`src/design/wlbo_pkg.sv`:
```
// shared types and constants of the window-level and box-overlay core
package wlbo_pkg;

  // configuration register indexes
  localparam int unsigned CFG_INDEX_W = 3;

  typedef enum logic [CFG_INDEX_W-1:0] {
    CFG_WINDOW_MIN     = 3'd0,
    CFG_WINDOW_GAIN    = 3'd1,
    CFG_SLICE_Z        = 3'd2,
    CFG_BOX_COUNT      = 3'd3,
    CFG_OVERLAY_ENABLE = 3'd4
  } cfg_reg_e;

  localparam int unsigned CFG_DATA_W = 32;

  // request kinds
  localparam logic REQ_PIXEL = 1'b0;
  localparam logic REQ_LOAD  = 1'b1;

  // outline color and gray limits
  localparam logic [7:0] HIT_RED   = 8'd255;
  localparam logic [7:0] HIT_GREEN = 8'd40;
  localparam logic [7:0] HIT_BLUE  = 8'd40;
  localparam logic [7:0] GRAY_MAX  = 8'd255;

  // half of one Q16 step, for rounding
  localparam logic [47:0] ROUND_HALF = 48'd32768;

  // input word
  typedef struct packed {
    logic              req_type;
    logic signed [15:0] hu;
    logic [11:0]       pix_x;
    logic [11:0]       pix_y;
    logic [3:0]        box_index;
    logic signed [15:0] box_x0;
    logic signed [15:0] box_y0;
    logic signed [15:0] box_x1;
    logic signed [15:0] box_y1;
    logic signed [15:0] box_z0;
    logic signed [15:0] box_z1;
  } in_word_t;

  // output word
  typedef struct packed {
    logic [7:0] red;
    logic [7:0] green;
    logic [7:0] blue;
    logic       outline_hit;
  } out_word_t;

  // one stored box
  typedef struct packed {
    logic signed [15:0] left;
    logic signed [15:0] top;
    logic signed [15:0] right;
    logic signed [15:0] bottom;
    logic signed [15:0] first_slice;
    logic signed [15:0] last_slice;
  } box_t;

endpackage

```
`src/design/window_level_box_overlay_core.sv`:
```
// CT window-level to RGB with bounding-box outline overlay, top level
//
// Usage: one input channel (in_valid_i / in_stall_o / in_word_i) takes two
// kinds of word. A load word (req_type 1) writes one box slot of the table
// and yields no output. A pixel word (req_type 0) yields exactly one RGB word
// on the output channel (out_valid_o / out_stall_i / out_word_o): the
// window-leveled gray in all channels, or red outline color when overlay is
// on and the pixel lies on the edge of an active box covering slice_z.
// Throughput is one word per clock while the output word is not held; a
// word can enter in every cycle in which the pipeline advances.
// The four register stages are input capture, the parallel box compares and
// window offset, the 16x32 gain multiply, and round, clamp and color select.
// A stalled output word freezes the whole pipeline, so in_stall_o rises in
// the same cycle and nothing is dropped or repeated.
// Reset clears the valid bits and the configuration registers (gain to
// 16320); the box table is not cleared, so a slot must be loaded before
// box_count includes it. Write configuration through cfg_we_i / cfg_index_i /
// cfg_wdata_i only while no pixel is in flight; the core does not enforce it.
module window_level_box_overlay_core
  import wlbo_pkg::*;
#(
  parameter int unsigned MAX_BOXES     = 16,
  parameter int unsigned MAX_IMAGE_DIM = 4096
) (
  input  logic                   clk_i,
  input  logic                   rst_ni,
  // configuration write port
  input  logic                   cfg_we_i,
  input  logic [CFG_INDEX_W-1:0] cfg_index_i,
  input  logic [CFG_DATA_W-1:0]  cfg_wdata_i,
  // input channel
  input  logic                   in_valid_i,
  output logic                   in_stall_o,
  input  in_word_t               in_word_i,
  // output channel
  output logic                   out_valid_o,
  input  logic                   out_stall_i,
  output out_word_t              out_word_o
);

  // configuration registers
  logic signed [15:0] window_min_q;
  logic [31:0]        window_gain_q;
  logic [11:0]        slice_z_q;
  logic [4:0]         box_count_q;
  logic               overlay_enable_q;

  always_ff @(posedge clk_i or negedge rst_ni) begin
    if (!rst_ni) begin
      window_min_q     <= 16'sd0;
      window_gain_q    <= 32'd16320;
      slice_z_q        <= 12'd0;
      box_count_q      <= 5'd0;
      overlay_enable_q <= 1'b0;
    end else if (cfg_we_i) begin
      unique case (cfg_index_i)
        CFG_WINDOW_MIN:     window_min_q     <= $signed(cfg_wdata_i[15:0]);
        CFG_WINDOW_GAIN:    window_gain_q    <= cfg_wdata_i;
        CFG_SLICE_Z:        slice_z_q        <= cfg_wdata_i[11:0];
        CFG_BOX_COUNT:      box_count_q      <= cfg_wdata_i[4:0];
        CFG_OVERLAY_ENABLE: overlay_enable_q <= cfg_wdata_i[0];
        default: ;
      endcase
    end
  end

  // pipeline advance: everything moves unless the output word is held
  logic adv;
  logic out_valid_q;

  assign adv        = !out_valid_q || !out_stall_i;
  assign in_stall_o = !adv;

  logic in_acc;
  assign in_acc = in_valid_i && adv;

  // box table, written by load words at acceptance
  box_t box_q [MAX_BOXES];

  always_ff @(posedge clk_i) begin
    for (int i = 0; i < int'(MAX_BOXES); i++) begin
      if (in_acc && (in_word_i.req_type == REQ_LOAD) &&
          (int'(in_word_i.box_index) == i)) begin
        box_q[i].left        <= in_word_i.box_x0;
        box_q[i].top         <= in_word_i.box_y0;
        box_q[i].right       <= in_word_i.box_x1;
        box_q[i].bottom      <= in_word_i.box_y1;
        box_q[i].first_slice <= in_word_i.box_z0;
        box_q[i].last_slice  <= in_word_i.box_z1;
      end
    end
  end

  // stage 1: capture pixel words
  logic               s1_valid_q;
  logic signed [15:0] s1_hu_q;
  logic [11:0]        s1_x_q;
  logic [11:0]        s1_y_q;

  always_ff @(posedge clk_i or negedge rst_ni) begin
    if (!rst_ni) begin
      s1_valid_q <= 1'b0;
    end else if (adv) begin
      s1_valid_q <= in_valid_i && (in_word_i.req_type == REQ_PIXEL);
    end
  end

  always_ff @(posedge clk_i) begin
    if (adv) begin
      s1_hu_q <= in_word_i.hu;
      s1_x_q  <= in_word_i.pix_x;
      s1_y_q  <= in_word_i.pix_y;
    end
  end

  // stage 2: per-box outline tests and window offset
  logic signed [16:0]    px_s;
  logic signed [16:0]    py_s;
  logic signed [16:0]    pz_s;
  logic                  in_image;
  logic [MAX_BOXES-1:0]  hit_d;
  logic signed [16:0]    diff_s;
  logic                  pos_d;

  assign px_s     = $signed({5'd0, s1_x_q});
  assign py_s     = $signed({5'd0, s1_y_q});
  assign pz_s     = $signed({5'd0, slice_z_q});
  assign in_image = ({5'd0, s1_x_q} < 17'(MAX_IMAGE_DIM)) &&
                    ({5'd0, s1_y_q} < 17'(MAX_IMAGE_DIM));

  always_comb begin
    for (int i = 0; i < int'(MAX_BOXES); i++) begin
      logic signed [16:0] x0, y0, x1, y1, z0, z1;
      logic in_z, on_h, on_v;
      x0 = 17'(box_q[i].left);
      y0 = 17'(box_q[i].top);
      x1 = 17'(box_q[i].right);
      y1 = 17'(box_q[i].bottom);
      z0 = 17'(box_q[i].first_slice);
      z1 = 17'(box_q[i].last_slice);
      in_z = (pz_s >= z0) && (pz_s <= z1);
      on_h = (px_s >= x0) && (px_s <= x1) && ((py_s == y0) || (py_s == y1));
      on_v = (py_s >= y0) && (py_s <= y1) && ((px_s == x0) || (px_s == x1));
      hit_d[i] = overlay_enable_q && in_image && (int'(box_count_q) > i) &&
                 in_z && (on_h || on_v);
    end
  end

  assign diff_s = 17'(s1_hu_q) - 17'(window_min_q);
  assign pos_d  = !diff_s[16] && (diff_s[15:0] != 16'd0);

  logic                 s2_valid_q;
  logic [MAX_BOXES-1:0] s2_hit_q;
  logic [15:0]          s2_diff_q;
  logic                 s2_pos_q;

  always_ff @(posedge clk_i or negedge rst_ni) begin
    if (!rst_ni) begin
      s2_valid_q <= 1'b0;
    end else if (adv) begin
      s2_valid_q <= s1_valid_q;
    end
  end

  always_ff @(posedge clk_i) begin
    if (adv) begin
      s2_hit_q  <= hit_d;
      s2_diff_q <= diff_s[15:0];
      s2_pos_q  <= pos_d;
    end
  end

  // stage 3: gain multiply and hit reduction
  logic        s3_valid_q;
  logic [47:0] s3_prod_q;
  logic        s3_pos_q;
  logic        s3_hit_q;

  always_ff @(posedge clk_i or negedge rst_ni) begin
    if (!rst_ni) begin
      s3_valid_q <= 1'b0;
    end else if (adv) begin
      s3_valid_q <= s2_valid_q;
    end
  end

  always_ff @(posedge clk_i) begin
    if (adv) begin
      s3_prod_q <= 48'(s2_diff_q) * 48'(window_gain_q);
      s3_pos_q  <= s2_pos_q;
      s3_hit_q  <= |s2_hit_q;
    end
  end

  // stage 4: round, clamp and pick the color
  logic [47:0] rounded;
  logic [31:0] level;
  logic [7:0]  gray;
  out_word_t   out_word_d;
  out_word_t   out_word_q;

  assign rounded = s3_prod_q + ROUND_HALF;
  assign level   = rounded[47:16];

  always_comb begin
    if (!s3_pos_q) begin
      gray = 8'd0;
    end else if (level > 32'(GRAY_MAX)) begin
      gray = GRAY_MAX;
    end else begin
      gray = level[7:0];
    end
    if (s3_hit_q) begin
      out_word_d.red         = HIT_RED;
      out_word_d.green       = HIT_GREEN;
      out_word_d.blue        = HIT_BLUE;
      out_word_d.outline_hit = 1'b1;
    end else begin
      out_word_d.red         = gray;
      out_word_d.green       = gray;
      out_word_d.blue        = gray;
      out_word_d.outline_hit = 1'b0;
    end
  end

  always_ff @(posedge clk_i or negedge rst_ni) begin
    if (!rst_ni) begin
      out_valid_q <= 1'b0;
    end else if (adv) begin
      out_valid_q <= s3_valid_q;
    end
  end

  always_ff @(posedge clk_i) begin
    if (adv) begin
      out_word_q <= out_word_d;
    end
  end

  assign out_valid_o = out_valid_q;
  assign out_word_o  = out_word_q;

endmodule

```
`config.mk`:
```
export PLATFORM = sky130hd
export DESIGN_NAME = window_level_box_overlay_core
export DESIGN_NICKNAME = d
export VERILOG_FILES = /design/src/design/wlbo_pkg.sv /design/src/design/window_level_box_overlay_core.sv
export SDC_FILE = /design/constraint.sdc
export NUM_CORES = 2
export LEC_CHECK = 0
export ABC_CLOCK_PERIOD_IN_PS = 27700
export BUFFER_PORTS_ARGS = -buffer_cell sky130_fd_sc_hd__buf_2
export CORE_MARGIN = 5
export CORE_UTILIZATION = 55
export CTS_BUF_LIST = sky130_fd_sc_hd__clkbuf_4 sky130_fd_sc_hd__clkbuf_8
export DETAILED_ROUTE_END_ITERATION = 6
export PLACE_DENSITY = 0.71
export SYNTH_ARGS = -nofsm -noshare
export SYNTH_HDL_FRONTEND = slang
export SYNTH_SLANG_ARGS = --single-unit
```
`constraint.sdc`:
```
create_clock -name clk_i -period 27.7 [get_ports clk_i]
set_clock_uncertainty 0.2 [all_clocks]
set_input_delay 5.54 -clock clk_i [delete_from_list [all_inputs] [get_ports clk_i]]
set_output_delay 5.54 -clock clk_i [all_outputs]
set_load 0.02 [all_outputs]
```
# After elaboration in Yosys (flattened, before gate mapping)
# Memory sizes are Yosys's and may differ from the RTL's.
# Index checks and enable logic that the tools add are counted.
dict set report totals {
  register_bits 210
  ramBits 1536
  in_bits 181
  output_inout_bits 27
  elab_cells 527
  mem_count 1
}
# name words width rd rd_clocked_by_memory_dff write_ports line
set memory_table {}
lappend memory_table {box_q 16 96 16 0 1 window_level_box_overlay_core.sv:78} ;# box_t box_q [MAX_BOXES];
dict set report classes {
  add_sub_neg 2
  multipliers 1
  magnitude_cmp 113
  eq_ne 83
  muxes 80
  n_bitwise 1
  n_reduce_logical 225
}
# op n
set ops {}
lappend ops {{96-bit two-way mux} 15}
lappend ops {{96-bit OR reduction} 15}
lappend ops {{13-bit by 16-bit equality test with 1-bit output} 64}
lappend ops {{13-bit by 16-bit >= comparator with 1-bit output} 48}
lappend ops {{13-bit by 16-bit less-or-equal comparator with 1-bit output} 48}
lappend ops {{1-bit logical AND} 148}
lappend ops {{4-bit two-way mux} 15}
lappend ops {{1-bit logical OR} 49}
lappend ops {{48-bit by 16-bit adder with 48-bit output (second input constant)} 1}
lappend ops {{16-bit by 32-bit multiplier with 48-bit output} 1}
lappend ops {{1-bit two-way mux} 48}
lappend ops {{5-bit by 4-bit greater-than comparator with 1-bit output (second input constant)} 8}
lappend ops {{4-bit equality test (second input constant)} 8}
lappend ops {{32-bit by 8-bit greater-than comparator with 1-bit output (second input constant)} 1}
lappend ops {{5-bit by 3-bit greater-than comparator with 1-bit output (second input constant)} 4}
lappend ops {{16-bit by 16-bit subtractor with 17-bit output} 1}
lappend ops {{4-bit by 3-bit equality test with 1-bit output (second input constant)} 4}
lappend ops {{8-bit two-way mux} 2}
lappend ops {{16-bit nonzero test} 1}
lappend ops {{16-bit OR reduction} 1}
lappend ops {{5-bit by 1-bit greater-than comparator with 1-bit output (second input constant)} 2}
lappend ops {{5-bit by 2-bit greater-than comparator with 1-bit output (second input constant)} 2}
lappend ops {{2-bit AND reduction} 5}
lappend ops {{4-bit by 2-bit equality test with 1-bit output (second input constant)} 2}
lappend ops {{8 further kinds} 12}

# Logic depth before layout (Yosys ltp)
dict set report depth {
  depth_word 23
  ltp_mapped 25
  depth_no_buf 23
}

# Worst setup path before layout
# No wires, ideal clock.
dict set report synth_path {
  path_type {input to register}
  start {input port out_stall_i}
  end {memory box_q[0][0] (netlist bit) (enable)}
  setup_ns 0.670
  t_arrival_ns 15.710
  required_ns 26.830
  setup_slack_ns 11.121
  cell_stages 4
  n_path_buf 0
  cell_sequence {nand2_1 nand3_1 or3_1 nor3_1}
}
dict set report synth_between {
  elab_chain_cells 23
  elab_cells_between_ends 97
  cone_classes {mux (62); reduce/logical (35)}
}
# item line
set synth_lines {}
lappend synth_lines {{start, declared} window_level_box_overlay_core.sv:37} ;# input logic out_stall_i,
lappend synth_lines {{1-bit logical NOT *} window_level_box_overlay_core.sv:71} ;# assign adv = !out_valid_q || !out_stall_i;
lappend synth_lines {{1-bit logical OR *} window_level_box_overlay_core.sv:71}
lappend synth_lines {{1-bit logical AND *} window_level_box_overlay_core.sv:75} ;# assign in_acc = in_valid_i && adv;
lappend synth_lines {{1-bit logical AND *} window_level_box_overlay_core.sv:82} ;# if (in_acc && (in_word_i.req_type == REQ_LOAD) &&
lappend synth_lines {{1-bit logical AND} window_level_box_overlay_core.sv:82}
lappend synth_lines {{1-bit two-way mux} window_level_box_overlay_core.sv:82}
lappend synth_lines {{1-bit two-way mux (not written as such)} --}
lappend synth_lines {{96-bit OR reduction (no source line)} --}
lappend synth_lines {{4-bit two-way mux (no source line) / 1-bit two-way mux (equally long branches) (15 in a row)} --}
lappend synth_lines {{end, declared} window_level_box_overlay_core.sv:78}
# Every way passes the cells marked *; elsewhere a longest branch is shown, timed or not.

# Worst setup path after layout
dict set report layout_path {
  start {input port out_stall_i}
  end {output port in_stall_o}
}
dict set report layout_between {
  elab_chain_cells 3
}
# item line
set layout_lines {}
lappend layout_lines {{1-bit logical NOT} window_level_box_overlay_core.sv:71}
lappend layout_lines {{1-bit logical OR} window_level_box_overlay_core.sv:71}
lappend layout_lines {{1-bit logical NOT} window_level_box_overlay_core.sv:72} ;# assign in_stall_o = !adv;
lappend layout_lines {{end, declared} window_level_box_overlay_core.sv:33} ;# output logic in_stall_o,
# No other way between the ends.

==> metrics.yaml <==
synthesis:
  syn_nets: 9975
  ys_types: 78
  yosysTopAreaCell: "edfxtp_1"
  synth_commonest_cells: "edfxtp_1, inv_1, ha_1"
  synthTopCellsByArea: "edfxtp_1, ha_1, fa_1"
  yosys.area.top_type_share: 0.4972
  synth-seq-cells: 1729
  syn-cell-area_mm2: 0.1002
  netlist_instances: 8090
  avgSynthCellArea_um2: 12.39
  seq_area_frac_synth: 0.5148
  yosys_warnings: 0
  synth-main-ff-cell: "edfxtp_1"
  synth_edf_count: 1659
  synth_async_sr_flop_share: 0.04049
  yosysMostFrequentCell: "edfxtp_1"
layout:
  final_core_util: 0.6119
  area_growth_pct: 10.50
  nets: 10500
  layout-drive-gt1-share: 0.09899
setup_path:
  cp-endpoint: "in_stall_o"
  r2r_slack_ps: 19120
  critPathLaunch: "out_stall_i"
  slowest_delay_ps: 400
  worst_path_max_delay_cell: "nand2_4"
  required_ps: 21960
  arrival_ps: 6360
  r2r-end: "s3_prod_q[47]$_DFFE_PN_"
  crit_fanout: 35
  r2r_cells: 18
  start_kind: "input pin"
  cp_num_buf_inv: 3
  crit_top_cell: "buf_2"
  r2r-start: "s2_diff_q[15]$_DFFE_PN_"
  cp_cell_sequence: "buf_2, nand2_4, inv_1, buf_2"
  path_delay_family: "buffers and inverters"
  crit_cells: 4
  crit_path_end_kind: "output pin"
  crit_type: "in2out"
sta:
  hold_viol: 0
  final.setup.tns_ps: 0
  grt_setup_unrepaired: "no"
  period_share: 0.4370
  worst_pin_slew_ps: 1271
  holdWs_ps: 229.4
  min_period_ps: 12100
  timing.slew.headroom: 0.1456
  final_max_slew_viol_count: 0
  max_freq_mhz: 82.62
  setup_slack_ps: 15600
  setup_viol: 0
clock_network:
  cts_max_level: 5
  postCtsSetupBuffers: 0
  cts_root_buf: "clkbuf_8"
  tritoncts: "done"
  cts_sinks: 1729
  cts_buffer_depth: 4
  cts_resized: 0
  clkLatencyLatePin_ps: 1010
  holdBufCountCts: 0
  clk_pin_slew_ps: 60
  cts_inserted_buffers: 310
route:
  wl_per_cell_um: 24.24
  drt-total-wl_um: 271900
  drt-initial-drc-count: 5747
  vias_per_cell: 5.867
  vias: 65820
  drt_pass1_iterations: 7
  drc: 1
  ant_nets: 0
global_routing:
  use_met1: 0.3461
  grt_pass1_wl_um: 402400
  grtUsageMet2: 0.4746
  grt_max_degree: 65
  track_usage: 0.2834
  met3_usage: 0.04756
  antenna_found_initial: 21
  grt-ovfl-total: 0
  busiest_layer: "met2"
  grt_pass1_vias: 67180
place:
  hpwl_um: 179200
  io_buffers: 207
  pre_cts_ws_ps: 15560
  gp_congestion: 0.9236
floorplan:
  coreArea_mm2: 0.1809
  fp.dieW_um: 436.8
  die_h_um: 436.8
  pin_count: 208
  dieArea_mm2: 0.1908
  placement_rows: 156
  start_util: 0.5538
status:
  status: "complete, but fails checks"
  violations: "design-rule violations"
hold_path:
  worst_hold_startpoint: "s2_pos_q$_DFFE_PN_"
  hp-class: "reg2reg"
flow_run:
  maxCapViolations: 0
cells in the final DEF (no fill, tap or decap), drive strengths merged, types with 26 or more instances in the layout:
cell and count:
clkinv 103, edfxtp 1659, and2 230, a211oi 47
a21oi 349, a21o 310, and4 28, nand2 410
nand4 193, mux2 52, buf 316, nor2 176
nor4 69, ha 1286, nand3 67, xnor2 36
or4 33, fa 418, dfrtp 62, nor3 103
nor2b 118, nand2b 113, o21ai 248, clkbuf 403
o211ai 33, inv 1570, o21a 73, a31oi 26
area by class of cell:
class	instances	area [um^2]
fillers	13940	70210
flip-flops and latches	1729	51590
multi-input cells	4688	42490
inverters	1567	5882
clock buffers	403	5002
well taps	2370	2965
repair buffers	316	1857
clock inverters	126	894.6
diodes	19	47.55
how the worst min path moves through the flow:
stage	endpoint	slack, ps	cells after the start
after floorplan	s3_pos_q$_DFFE_PN_	200	0
after global placement	s3_pos_q$_DFFE_PN_	210	0
after detailed placement	s3_pos_q$_DFFE_PN_	220	0
after CTS	s3_pos_q$_DFFE_PN_	240	0
after global routing	s3_pos_q$_DFFE_PN_	250	0
final	s3_pos_q$_DFFE_PN_	230	0
registers in the layout, summed over array words and instances (netlist names):
register and flops:
out_valid_o 1, s2_valid_q 1, window_min_q 16, s1_y_q 12, s3_pos_q 1, s2_pos_q 1
out_word_o 15, s2_hit_q 16, overlay_enable_q 1, s1_x_q 12, box_count_q 5, s1_valid_q 1
s2_diff_q 16, slice_z_q 12, window_gain_q 32, s3_valid_q 1, s1_hu_q 16, box_q 1536
s3_hit_q 1, s3_prod_q 33
logic make-up after synthesis:
kind of cell	Yosys count	share of synthesized area
DFF	1729	0.5148
adders and majority gates	1704	0.2441
buffers and inverters	1673	0.06305
and+or+nand+nor	1629	0.08717
AOI/OAI and AO/OA	1250	0.08042
muxes	54	0.006044
xor gates and xnor gates	51	0.004458
layer usage:
| metal | up-vias | wire length (um) |
|---|---|---|
| met2 | 2752 | 130100 |
| met5 | - | 47 |
| li1 | 29590 | - |
| met3 | 799 | 20840 |
| met1 | 32670 | 102400 |
| met4 | 8 | 18520 |
metrics by stage:
| step | std cells | area, um^2 |
|---|---|---|
| CTS | 11200 | 110700 |
| global route | 11210 | 110700 |
| global placement | 10670 | 104800 |
| detailed placement | 10670 | 104800 |
| finish | 11220 | 110700 |
| floorplan | 8090 | 100200 |
Power is left out: the tool's default activity adds up to more than one toggle a clock period on the data nets, which glitch-free logic cannot reach.
